--- src/design/bpls_pkg.sv ---
package bpls_pkg;

  // widest coordinate the pattern test handles, and the default width
  localparam int unsigned CoordMax     = 16;
  localparam int unsigned CoordDefault = 12;

  // function codes of an input word
  localparam logic FuncStart = 1'b0;
  localparam logic FuncStep  = 1'b1;

  // line styles, the spare code draws solid
  typedef enum logic [1:0] {
    STYLE_SOLID  = 2'd0,
    STYLE_DOTTED = 2'd1,
    STYLE_DASHED = 2'd2
  } style_e;

  // 4**k is 1 mod 3, so the base-4 digit sum keeps the residue
  function automatic logic is_mult3(logic [CoordMax-1:0] a);
    logic [4:0] s;
    logic [2:0] t;
    s = '0;
    for (int i = 0; i < CoordMax / 2; i++) begin
      s = s + 5'(a[2*i +: 2]);
    end
    t = 3'(s[1:0]) + 3'(s[3:2]) + 3'(s[4]);
    return (t == 3'd0) || (t == 3'd3) || (t == 3'd6);
  endfunction

  // 16**k is 1 mod 5, so the hex digit sum keeps the residue
  function automatic logic is_mult5(logic [CoordMax-1:0] a);
    logic [5:0] u;
    logic [4:0] v;
    u = '0;
    for (int i = 0; i < CoordMax / 4; i++) begin
      u = u + 6'(a[4*i +: 4]);
    end
    v = 5'(u[3:0]) + 5'(u[5:4]);
    return (v == 5'd0) || (v == 5'd5) || (v == 5'd10) || (v == 5'd15);
  endfunction

  function automatic logic is_mult10(logic [CoordMax-1:0] a);
    return !a[0] && is_mult5(a);
  endfunction

endpackage

--- src/design/bpls_in_reg.sv ---
module bpls_in_reg #(
  parameter int unsigned COORD_WIDTH = bpls_pkg::CoordDefault
) (
  input  logic                          clk_i,
  input  logic                          rst_ni,
  input  logic                          in_valid_i,
  output logic                          in_stall_o,
  input  logic                          func_i,
  input  logic signed [COORD_WIDTH-1:0] x_start_i,
  input  logic signed [COORD_WIDTH-1:0] y_start_i,
  input  logic signed [COORD_WIDTH-1:0] x_end_i,
  input  logic signed [COORD_WIDTH-1:0] y_end_i,
  input  logic        [1:0]             style_i,
  input  logic                          pop_i,
  output logic                          valid_o,
  output logic                          func_o,
  output logic signed [COORD_WIDTH-1:0] x_start_o,
  output logic signed [COORD_WIDTH-1:0] y_start_o,
  output logic signed [COORD_WIDTH-1:0] x_end_o,
  output logic signed [COORD_WIDTH-1:0] y_end_o,
  output logic        [1:0]             style_o
);

  logic                          valid_q, valid_d;
  logic                          load;
  logic                          func_q;
  logic signed [COORD_WIDTH-1:0] x_start_q, y_start_q, x_end_q, y_end_q;
  logic        [1:0]             style_q;

  // the held word leaves in the same cycle a new one lands
  assign in_stall_o = valid_q && !pop_i;
  assign load       = in_valid_i && !in_stall_o;

  always_comb begin
    valid_d = valid_q;
    if (load) begin
      valid_d = 1'b1;
    end else if (pop_i) begin
      valid_d = 1'b0;
    end
  end

  always_ff @(posedge clk_i or negedge rst_ni) begin
    if (!rst_ni) begin
      valid_q <= 1'b0;
    end else begin
      valid_q <= valid_d;
    end
  end

  always_ff @(posedge clk_i) begin
    if (load) begin
      func_q    <= func_i;
      x_start_q <= x_start_i;
      y_start_q <= y_start_i;
      x_end_q   <= x_end_i;
      y_end_q   <= y_end_i;
      style_q   <= style_i;
    end
  end

  assign valid_o   = valid_q;
  assign func_o    = func_q;
  assign x_start_o = x_start_q;
  assign y_start_o = y_start_q;
  assign x_end_o   = x_end_q;
  assign y_end_o   = y_end_q;
  assign style_o   = style_q;

endmodule

--- src/design/bpls_core.sv ---
module bpls_core #(
  parameter int unsigned COORD_WIDTH = bpls_pkg::CoordDefault
) (
  input  logic                          clk_i,
  input  logic                          rst_ni,
  input  logic                          valid_i,
  input  logic                          take_i,
  input  logic                          func_i,
  input  logic signed [COORD_WIDTH-1:0] x_start_i,
  input  logic signed [COORD_WIDTH-1:0] y_start_i,
  input  logic signed [COORD_WIDTH-1:0] x_end_i,
  input  logic signed [COORD_WIDTH-1:0] y_end_i,
  input  logic        [1:0]             style_i,
  output logic                          has_result_o,
  output logic signed [COORD_WIDTH-1:0] pixel_x_o,
  output logic signed [COORD_WIDTH-1:0] pixel_y_o,
  output logic                          plot_o,
  output logic                          last_pixel_o
);

  localparam int unsigned W  = COORD_WIDTH;
  localparam int unsigned EW = COORD_WIDTH + 3;
  localparam int unsigned CM = bpls_pkg::CoordMax;

  logic signed [W-1:0]  cur_major_q, cur_major_d;
  logic signed [W-1:0]  cur_minor_q, cur_minor_d;
  logic signed [W-1:0]  end_major_q, end_major_d;
  logic        [W-1:0]  delta_major_q, delta_major_d;
  logic        [W-1:0]  delta_minor_q, delta_minor_d;
  logic signed [EW-1:0] error_q, error_d;
  logic                 major_neg_q, major_neg_d;
  logic                 minor_neg_q, minor_neg_d;
  logic                 swapped_q, swapped_d;
  logic        [1:0]    style_q, style_d;
  logic                 active_q, active_d;

  // start path
  logic signed [W:0]    dx_s, dy_s;
  logic        [W:0]    dx_abs, dy_abs;
  logic        [W-1:0]  dx, dy;
  logic                 swap;
  logic signed [W-1:0]  maj_s, maj_e, min_s, min_e;
  logic        [W-1:0]  dmaj, dmin;
  logic signed [EW-1:0] err_init;

  // step path
  logic signed [W-1:0]  next_major;
  logic signed [EW-1:0] two_dmin, two_dmaj;
  logic        [W-1:0]  mag;
  logic        [CM-1:0] mag_ext;

  assign dx_s   = {x_end_i[W-1], x_end_i} - {x_start_i[W-1], x_start_i};
  assign dy_s   = {y_end_i[W-1], y_end_i} - {y_start_i[W-1], y_start_i};
  assign dx_abs = dx_s[W] ? -dx_s : dx_s;
  assign dy_abs = dy_s[W] ? -dy_s : dy_s;
  assign dx     = dx_abs[W-1:0];
  assign dy     = dy_abs[W-1:0];
  assign swap   = dy > dx;

  assign maj_s = swap ? y_start_i : x_start_i;
  assign maj_e = swap ? y_end_i   : x_end_i;
  assign min_s = swap ? x_start_i : y_start_i;
  assign min_e = swap ? x_end_i   : y_end_i;
  assign dmaj  = swap ? dy : dx;
  assign dmin  = swap ? dx : dy;

  assign err_init = $signed({2'b00, dmin, 1'b0}) - $signed({3'b000, dmaj});

  assign next_major = major_neg_q ? cur_major_q - W'(1) : cur_major_q + W'(1);
  assign two_dmin   = $signed({2'b00, delta_minor_q, 1'b0});
  assign two_dmaj   = $signed({2'b00, delta_major_q, 1'b0});

  // magnitude and signed value share their multiples of 3 and 10
  assign mag     = cur_major_q[W-1] ? -cur_major_q : cur_major_q;
  assign mag_ext = CM'(mag);

  always_comb begin
    unique case (style_q)
      bpls_pkg::STYLE_DOTTED: plot_o = !bpls_pkg::is_mult3(mag_ext);
      bpls_pkg::STYLE_DASHED: plot_o = !bpls_pkg::is_mult10(mag_ext);
      default:                plot_o = 1'b1;
    endcase
  end

  assign has_result_o = valid_i && (func_i == bpls_pkg::FuncStep) && active_q;
  assign pixel_x_o    = swapped_q ? cur_minor_q : cur_major_q;
  assign pixel_y_o    = swapped_q ? cur_major_q : cur_minor_q;
  assign last_pixel_o = next_major == end_major_q;

  always_comb begin
    cur_major_d   = cur_major_q;
    cur_minor_d   = cur_minor_q;
    end_major_d   = end_major_q;
    delta_major_d = delta_major_q;
    delta_minor_d = delta_minor_q;
    error_d       = error_q;
    major_neg_d   = major_neg_q;
    minor_neg_d   = minor_neg_q;
    swapped_d     = swapped_q;
    style_d       = style_q;
    active_d      = active_q;
    if (take_i) begin
      if (func_i == bpls_pkg::FuncStart) begin
        cur_major_d   = maj_s;
        end_major_d   = maj_e;
        cur_minor_d   = min_s;
        major_neg_d   = !(maj_s < maj_e);
        minor_neg_d   = !(min_s < min_e);
        delta_major_d = dmaj;
        delta_minor_d = dmin;
        swapped_d     = swap;
        style_d       = style_i;
        error_d       = err_init;
        active_d      = maj_s != maj_e;
      end else if (active_q) begin
        if (error_q[EW-1]) begin
          error_d = error_q + two_dmin;
        end else begin
          error_d     = error_q + two_dmin - two_dmaj;
          cur_minor_d = minor_neg_q ? cur_minor_q - W'(1) : cur_minor_q + W'(1);
        end
        cur_major_d = next_major;
        active_d    = next_major != end_major_q;
      end
    end
  end

  always_ff @(posedge clk_i or negedge rst_ni) begin
    if (!rst_ni) begin
      cur_major_q   <= '0;
      cur_minor_q   <= '0;
      end_major_q   <= '0;
      delta_major_q <= '0;
      delta_minor_q <= '0;
      error_q       <= '0;
      major_neg_q   <= 1'b0;
      minor_neg_q   <= 1'b0;
      swapped_q     <= 1'b0;
      style_q       <= '0;
      active_q      <= 1'b0;
    end else begin
      cur_major_q   <= cur_major_d;
      cur_minor_q   <= cur_minor_d;
      end_major_q   <= end_major_d;
      delta_major_q <= delta_major_d;
      delta_minor_q <= delta_minor_d;
      error_q       <= error_d;
      major_neg_q   <= major_neg_d;
      minor_neg_q   <= minor_neg_d;
      swapped_q     <= swapped_d;
      style_q       <= style_d;
      active_q      <= active_d;
    end
  end

endmodule

--- src/design/bresenham_patterned_line_stepper.sv ---
// Bresenham line stepper with a solid, dotted or dashed pattern.
// Input channel (in_valid_i / in_stall_o): a word with func_i = 0 loads
// the endpoints and style_i and gives no result; func_i = 1 steps one pixel
// of the active line and gives one word on the output channel, or nothing
// when no line is active or the last pixel was already sent. The end point
// itself is never sent; last_pixel_o marks the pixel just before it.
// Output channel (out_valid_o / out_stall_i): pixel_x_o, pixel_y_o, plot_o
// (pattern shows this pixel) and last_pixel_o.
// A step word held in the input register passes to the result register, which
// drives the output. Throughput is one word per cycle while the output is not
// stalled; each step is one add and compare on the error term and the major
// coordinate, done between those two registers.
// Reset (rst_ni low) clears the line state: no line is active.
// A stall on the output holds the result register; the input register can
// still absorb one word, after which in_stall_o rises. Start words and
// steps that give nothing keep flowing while the output is stalled.
module bresenham_patterned_line_stepper #(
  parameter int unsigned COORD_WIDTH = bpls_pkg::CoordDefault
) (
  input  logic                          clk_i,
  input  logic                          rst_ni,
  input  logic                          in_valid_i,
  output logic                          in_stall_o,
  input  logic                          func_i,
  input  logic signed [COORD_WIDTH-1:0] x_start_i,
  input  logic signed [COORD_WIDTH-1:0] y_start_i,
  input  logic signed [COORD_WIDTH-1:0] x_end_i,
  input  logic signed [COORD_WIDTH-1:0] y_end_i,
  input  logic        [1:0]             style_i,
  output logic                          out_valid_o,
  input  logic                          out_stall_i,
  output logic signed [COORD_WIDTH-1:0] pixel_x_o,
  output logic signed [COORD_WIDTH-1:0] pixel_y_o,
  output logic                          plot_o,
  output logic                          last_pixel_o
);

  logic                          q_valid, q_func;
  logic signed [COORD_WIDTH-1:0] q_x_start, q_y_start, q_x_end, q_y_end;
  logic        [1:0]             q_style;
  logic                          has_result, advance, out_free, out_load;
  logic signed [COORD_WIDTH-1:0] res_x, res_y;
  logic                          res_plot, res_last;

  logic                          out_valid_q, out_valid_d;
  logic signed [COORD_WIDTH-1:0] pixel_x_q, pixel_y_q;
  logic                          plot_q, last_q;

  assign out_free = !out_valid_q || !out_stall_i;
  assign advance  = q_valid && (!has_result || out_free);
  assign out_load = advance && has_result;

  bpls_in_reg #(
    .COORD_WIDTH(COORD_WIDTH)
  ) u_in_reg (
    .clk_i      (clk_i),
    .rst_ni     (rst_ni),
    .in_valid_i (in_valid_i),
    .in_stall_o (in_stall_o),
    .func_i     (func_i),
    .x_start_i  (x_start_i),
    .y_start_i  (y_start_i),
    .x_end_i    (x_end_i),
    .y_end_i    (y_end_i),
    .style_i    (style_i),
    .pop_i      (advance),
    .valid_o    (q_valid),
    .func_o     (q_func),
    .x_start_o  (q_x_start),
    .y_start_o  (q_y_start),
    .x_end_o    (q_x_end),
    .y_end_o    (q_y_end),
    .style_o    (q_style)
  );

  bpls_core #(
    .COORD_WIDTH(COORD_WIDTH)
  ) u_core (
    .clk_i        (clk_i),
    .rst_ni       (rst_ni),
    .valid_i      (q_valid),
    .take_i       (advance),
    .func_i       (q_func),
    .x_start_i    (q_x_start),
    .y_start_i    (q_y_start),
    .x_end_i      (q_x_end),
    .y_end_i      (q_y_end),
    .style_i      (q_style),
    .has_result_o (has_result),
    .pixel_x_o    (res_x),
    .pixel_y_o    (res_y),
    .plot_o       (res_plot),
    .last_pixel_o (res_last)
  );

  always_comb begin
    out_valid_d = out_valid_q;
    if (out_load) begin
      out_valid_d = 1'b1;
    end else if (!out_stall_i) begin
      out_valid_d = 1'b0;
    end
  end

  always_ff @(posedge clk_i or negedge rst_ni) begin
    if (!rst_ni) begin
      out_valid_q <= 1'b0;
    end else begin
      out_valid_q <= out_valid_d;
    end
  end

  always_ff @(posedge clk_i) begin
    if (out_load) begin
      pixel_x_q <= res_x;
      pixel_y_q <= res_y;
      plot_q    <= res_plot;
      last_q    <= res_last;
    end
  end

  assign out_valid_o  = out_valid_q;
  assign pixel_x_o    = pixel_x_q;
  assign pixel_y_o    = pixel_y_q;
  assign plot_o       = plot_q;
  assign last_pixel_o = last_q;

endmodule
--- config.mk ---
export PLATFORM = sky130hd
export DESIGN_NAME = bresenham_patterned_line_stepper
export DESIGN_NICKNAME = d
export VERILOG_FILES = /design/src/design/bpls_pkg.sv /design/src/design/bpls_in_reg.sv /design/src/design/bpls_core.sv /design/src/design/bresenham_patterned_line_stepper.sv
export SDC_FILE = /design/constraint.sdc
export NUM_CORES = 1
export LEC_CHECK = 0
export BUFFER_PORTS_ARGS = -buffer_cell sky130_fd_sc_hd__buf_2
export CORE_MARGIN = 3
export CORE_UTILIZATION = 61
export DETAILED_ROUTE_END_ITERATION = 8
export GPL_TIMING_DRIVEN = 1
export PLACE_DENSITY = 0.8
export SLEW_MARGIN = 20
export SYNTH_ARGS = -nofsm -noshare
export SYNTH_HDL_FRONTEND = slang
export SYNTH_SLANG_ARGS = --single-unit
--- constraint.sdc ---
create_clock -name clk_i -period 7.7 [get_ports clk_i]
set_input_delay 1.155 -clock clk_i [delete_from_list [all_inputs] [get_ports clk_i]]
set_output_delay 1.155 -clock clk_i [all_outputs]
set_load 0.05 [all_outputs]
# [Word level (Yosys, flattened, before mapping)]
# Cells that the tools add are included.
[totals] ff_bits=160 output_inout_bits=28 word_cells=120
[classes] addsub=22 magnitude_cmp=3 n_eq_ne=13 mux=28 bitwise=1 n_reduce_logical=30
[op_table] cell="12-bit 2-to-1 mux" n=18
[op_table] cell="15-bit 2-to-1 mux" n=3
[op_table] cell="12-bit negation" n=3
[op_table] cell="12-bit by 12-bit subtractor with 13-bit output" n=2
[op_table] cell="12-bit by 2-bit adder with 12-bit output, second input constant" n=2
[op_table] cell="12-bit < comparator" n=2
[op_table] cell="12-bit inequality test" n=2
[op_table] cell="12-bit by 2-bit subtractor with 12-bit output, second input constant" n=2
[op_table] cell="5-bit by 2-bit adder with 5-bit output" n=4
[op_table] cell="15-bit by 14-bit adder with 15-bit output" n=1
[op_table] cell="15-bit by 14-bit subtractor with 15-bit output" n=1
[op_table] cell="13-bit by 12-bit subtractor with 14-bit output" n=1
[op_table] cell="12-bit == test" n=1
[op_table] cell="12-bit > comparator" n=1
[op_table] cell="5-bit by 4-bit == test with 1-bit output, second input constant" n=2
[op_table] cell="1-bit logical NOT" n=10
[op_table] cell="1-bit logical AND" n=7
[op_table] cell="1-bit logical OR" n=7
[op_table] cell="2-bit by 2-bit adder with 3-bit output" n=2
[op_table] cell="6-bit by 4-bit adder with 6-bit output" n=1
[op_table] cell="1-bit 2-to-1 mux" n=6
[op_table] cell="4-bit by 2-bit adder with 5-bit output" n=1
[op_table] cell="4-bit by 4-bit adder with 5-bit output" n=1
[op_table] cell="5-bit by 3-bit == test with 1-bit output, second input constant" n=1
[op_table] cell="other kinds (14)" n=16

# [Logic depth before layout (Yosys ltp)]
[logic_depth] ltp_word=14 depth_mapped=42

# [Modules after synthesis]
# From an unflattened synthesis, not the netlist that was laid out.
[hier_totals] hier_cells=1384 area_unflattened_um2=12887.4
[by_module_without_submodules] mod="bpls_core" n_inst=1 cells_per_inst=1295 area_per_inst_um2=10462.5 seq_area_each_um2=2001.9
[by_module_without_submodules] mod="bpls_in_reg" n_inst=1 cells_per_inst=56 area_per_inst_um2=1589.0 seq_area_each_um2=1556.5
[by_module_without_submodules] mod="bresenham_patterned_line_stepper" n_inst=1 cells_per_inst=33 area_per_inst_um2=835.8 seq_area_each_um2=805.8

# [Worst setup path before layout]
# No wires, ideal clock.
[synth_path] kind="flip-flop to flip-flop" startpoint="register u_in_reg.x_start_q[0] (netlist: u_in_reg.x_start_o[0])" endpoint="register u_core.error_q[10]" setup_ps=134 arrival_time_ps=6801 required_ps=7566 path_slack_ps=765 stages_incl_launch_ff=31 path_cell_list="edfxtp_1 -> ha_1 -> fa_1 -> nand2b_1 -> a21bo_2 -> a211oi_1 -> o31a_1 -> clkbuf_1 -> nor2_1 -> xnor2_1 -> inv_1 -> ha_1 -> o21a_1 -> o21a_1 -> o21a_1 -> o41ai_1 -> a21o_1 -> o311ai_0 -> a31oi_1 -> maj3_4 -> buf_2 -> buf_2 -> clkbuf_1 -> o21ai_0 -> fa_1 -> a21o_1 -> a2111oi_2 -> nor3_1 -> a2111oi_2 -> mux2i_1 -> nand3_1"
[synth_via] elab_chain_len=7 elab_cells_between_ends=8
[synth_lines] element="from (decl)" line_no="bpls_in_reg.sv:27" rtl="logic signed [COORD_WIDTH-1:0] x_start_q, y_start_q, x_end_q, y_end_q;"
[synth_lines] element="from (signal assigned)" line_no="bpls_in_reg.sv:54" rtl="x_start_q <= x_start_i;"
[synth_lines] element="12-bit by 12-bit subtractor with 13-bit output (*)" line_no="bpls_core.sv:52" rtl="assign dx_s = {x_end_i[W-1], x_end_i} - {x_start_i[W-1], x_start_i};"
[synth_lines] element="12-bit negation" line_no="bpls_core.sv:54" rtl="assign dx_abs = dx_s[W] ? -dx_s : dx_s;"
[synth_lines] element="12-bit 2-to-1 mux (*)" line_no="bpls_core.sv:54"
[synth_lines] element="12-bit > comparator" line_no="bpls_core.sv:58" rtl="assign swap = dy > dx;"
[synth_lines] element="12-bit 2-to-1 mux (on tied branches)" line_no="bpls_core.sv:65, bpls_core.sv:64"
[synth_lines] element="13-bit by 12-bit subtractor with 14-bit output (*)" line_no="bpls_core.sv:67" rtl="assign err_init = $signed({2'b00, dmin, 1'b0}) - $signed({3'b000, dmaj});"
[synth_lines] element="15-bit 2-to-1 mux (*)" line_no="bpls_core.sv:103" rtl="if (func_i == bpls_pkg::FuncStart) begin"
[synth_lines] element="to (signal assigned)" line_no="bpls_core.sv:147" rtl="error_q <= error_d;"
[synth_lines] element="to (decl)" line_no="bpls_core.sv:30" rtl="logic signed [EW-1:0] error_q, error_d;"
# Mark *: on every way between the ends. The rest lies on a longest branch, timed or not.
# A chain may end at the register's enable or synchronous reset.

# [Worst setup path in the final report]
[layout_path] startpoint="register u_in_reg.x_start_q[0] (netlist: u_in_reg.x_start_o[0])" endpoint="register u_core.major_neg_q"
[layout_via] elab_chain_len=7 elab_cells_between_ends=8
[layout_lines] element="12-bit by 12-bit subtractor with 13-bit output" line_no="bpls_core.sv:52"
[layout_lines] element="12-bit negation" line_no="bpls_core.sv:54"
[layout_lines] element="12-bit 2-to-1 mux" line_no="bpls_core.sv:54"
[layout_lines] element="12-bit > comparator" line_no="bpls_core.sv:58"
[layout_lines] element="12-bit 2-to-1 mux (on tied branches)" line_no="bpls_core.sv:60, bpls_core.sv:61"
[layout_lines] element="12-bit < comparator (*)" line_no="bpls_core.sv:107" rtl="major_neg_d = !(maj_s < maj_e);"
[layout_lines] element="1-bit logical NOT (*)" line_no="bpls_core.sv:107"
[layout_lines] element="to (signal assigned)" line_no="bpls_core.sv:148" rtl="major_neg_q <= major_neg_d;"
[layout_lines] element="to (decl)" line_no="bpls_core.sv:31" rtl="logic major_neg_q, major_neg_d;"
# Marked as above.

==> results.cfg <==
[layout]
fill_cells = 1608
regArea_um2 = 4360
drive_above_1_share_pct = 12.0
multi_input_area_um2 = 8070
area_growth_pct = 10.0
insertedDiodeCount = 0
nNetsFinal = 1705

[clocking]
cts_tree = done
holdBufCountCts = 0
cts-root-buf = clkbuf_16
path_clk_slew_ns = 0.07
cts-htree-levels = 4
cts_sinks = 159
clock_latency_ns = 0.43
clk_path_buf_depth = 2
numCtsBuffers = 17

[yosys]
synthArstFlopShare_pct = 51.6
synth.area.top_cells = edfxtp_1 18%, dfrtp_1 16%, ha_1 12%, nand2_1 5.7%, xnor2_1 5.4%
ys.flop_type = dfrtp_1
synth_top_cell_by_area = edfxtp_1
synth_area_um2 = 13000
synth-edff-count = 77
synth_most_common_cell = nand2_1
yosysWarnings = 0
ys_seq_area_share_pct = 33.6
synth_top_area_share_pct = 17.8
synth_cells = 1440
avgSynthCellArea_um2 = 9.03
synth_common_cells = 199 x nand2_1, 128 x ha_1, 120 x o21ai_0, 113 x inv_1, 82 x dfrtp_1
synth_seq_cells = 159
syn_nets = 1642
yosysUniqueCellTypes = 81

[floorplanning]
core_um2 = 20600
die_x_um = 152
die_area_um2 = 23100
initial_core_util_pct = 63.3
die_y_um = 152
std_cell_rows = 52
io_pins = 83

[global_routing]
grt_usage_pct = 28.4
gr-total-overflow = 0
first_global_vias = 10598
antenna_found_initial = 0
grt_max_degree = 62
grt_pass1_wl_um = 53800

[timing]
final_hold_viol_count = 0
clock.fmax_mhz = 138
setup_viol = 0
drv_slew = 0
skew_ns = 0.0186
relSlewSlack_pct = 30.2
rsz0062_at_grt = false
worst_slew_pin_slew_ns = 1.05
finalCritPeriodShare_pct = 94.5
tns_ns = 0
period_needed_ns = 7.27

[routing]
firstDrtPassIters = 6
wl_per_cell_um = 18.7
via_per_inst = 6.09
drc = 0
route.final.wire_length_um = 33400
vias = 10864
ant_nets = 0
drt_iter0_drc = 970

[worst_setup_path]
critPathMaxStageDelay_ns = 0.49
critPathMostFrequentCell = o21ai_0
path_class = flip-flop to flip-flop
critPathArrivalTime_ns = 7.56
crit_fanout = 18
cp-end-kind = flip-flop
worst_setup_path_start_kind = flip-flop
crit_required_ns = 7.99
crit_slowest_cell = maj3_4

[place]
globalplace.congestion = 0.982
hpwl_um = 25500
io_buffers = 82

[run_status]
outcome = finished clean

[run]
maxCapViolCount = 0

[min_path]
hp-class = flip-flop to flip-flop
-- metal layers --
layer | GRT usage (%) | wire length [um]
met4 | 9.55 | 950
met1 | 39.5 | 14800
met5 | 0 | 0
met2 | 45.8 | 15400
met3 | 4.41 | 2300
-- metrics by stage --
step | hold slack (ns) | std cells | setup WS [ns] | utilization, % | area [um2]
finish | 0.474 | 1785 | 0.427 | 69.6 | 14300
global route | 0.501 | 1785 | 0.00896 | 69.6 | 14300
CTS | 0.483 | 1782 | 0.287 | 69.3 | 14300
detailed placement | 0.467 | 1751 | 0.444 | 66.3 | 13600
global placement | 0.460 | 1751 | 0.632 | 66.3 | 13600
floorplan | 0.426 | 1440 | 0.765 | - | 13000
-- logic make-up after synthesis --
group                    synth area share [%]
buffers and inverters                    4.90
adder cells (fa/ha/maj)                  15.3
multiplexers                             5.21
XOR/XNOR                                 7.27
AO/OA/AOI/OAI                            18.6
AND/OR/NAND/NOR                          15.1
flip-flops                               33.6
-- worst paths after layout --
check / startpoint / to / slack [ns] / cells past startpoint
max in group asynchronous: rst_ni / u_core.delta_major_q[9]$_DFFE_PN0P_ / 5.95 / 2
worst min register to register: u_in_reg.style_o[0]$_DFFE_PP_ / u_core.style_q[0]$_DFFE_PN0P_ / 0.47 / 2
min in group asynchronous: rst_ni / u_core.cur_minor_q[8]$_DFFE_PN0P_ / 0.61 / 1
worst min-delay path: u_in_reg.style_o[0]$_DFFE_PP_ / u_core.style_q[0]$_DFFE_PN0P_ / 0.47 / 2
worst max-delay path: u_in_reg.x_start_o[0]$_DFFE_PP_ / u_core.major_neg_q$_DFFE_PN0P_ / 0.43 / 35
worst max register to register: u_in_reg.x_start_o[0]$_DFFE_PP_ / u_core.major_neg_q$_DFFE_PN0P_ / 0.43 / 35
-- cell usage in the layout (no fill, tap or decap), types with 17 or more instances in the layout --
cell type / instances
ha_1: 128
o21bai_1: 26
clkbuf_16: 17
fa_1: 19
a21oi_1: 80
mux2i_1: 36
nand2b_1: 22
nor3_1: 25
mux2_2: 27
nor2_1: 70
a21o_1: 21
dfrtp_1: 82
inv_1: 113
edfxtp_1: 77
xor2_1: 28
nand2_1: 198
o21a_1: 18
o21ai_0: 120
xnor2_1: 79
buf_2: 81
-- cell type report --
| type | instances | share of cell area, % |
|---|---|---|
| multi-input combinational | 1118 | 56.4 |
| sequential | 159 | 30.5 |
| timing repair buffer | 93 | 3.46 |
| inverter | 114 | 2.99 |
| clock buffer | 17 | 2.97 |
| tap | 270 | 2.36 |
| clock inverter | 14 | 1.36 |
-- critical path: cells and delay by family (launching register included) --
kind / cells / cell delay [ns]
flops: 1 / 0.43
buf+inv: 1 / 0.14
compound gates: 20 / 3.72
simple gates: 8 / 0.81
xor+xnor: 1 / 0.24
fa+ha+maj: 5 / 1.78
-- what timing repair did --
item / 4_1_cts / 5_1_grt
buffers inserted: 0 / 1
resized for setup: 0 / 6
endpoints found under the setup margin: 0 / 9
-- registers in the layout, indices dropped and copies added (netlist names), 12 cells and up --
register,count
pixel_x_o,12
pixel_y_o,12
u_core.cur_major_q,12
u_core.cur_minor_q,12
u_core.delta_major_q,12
u_core.delta_minor_q,12
u_core.end_major_q,12
u_core.error_q,14
u_in_reg.x_end_o,12
u_in_reg.x_start_o,12
u_in_reg.y_end_o,12
u_in_reg.y_start_o,12
Power is not shown: default switching activity piles up to over one toggle a cycle in this logic, so the estimate is an artifact.
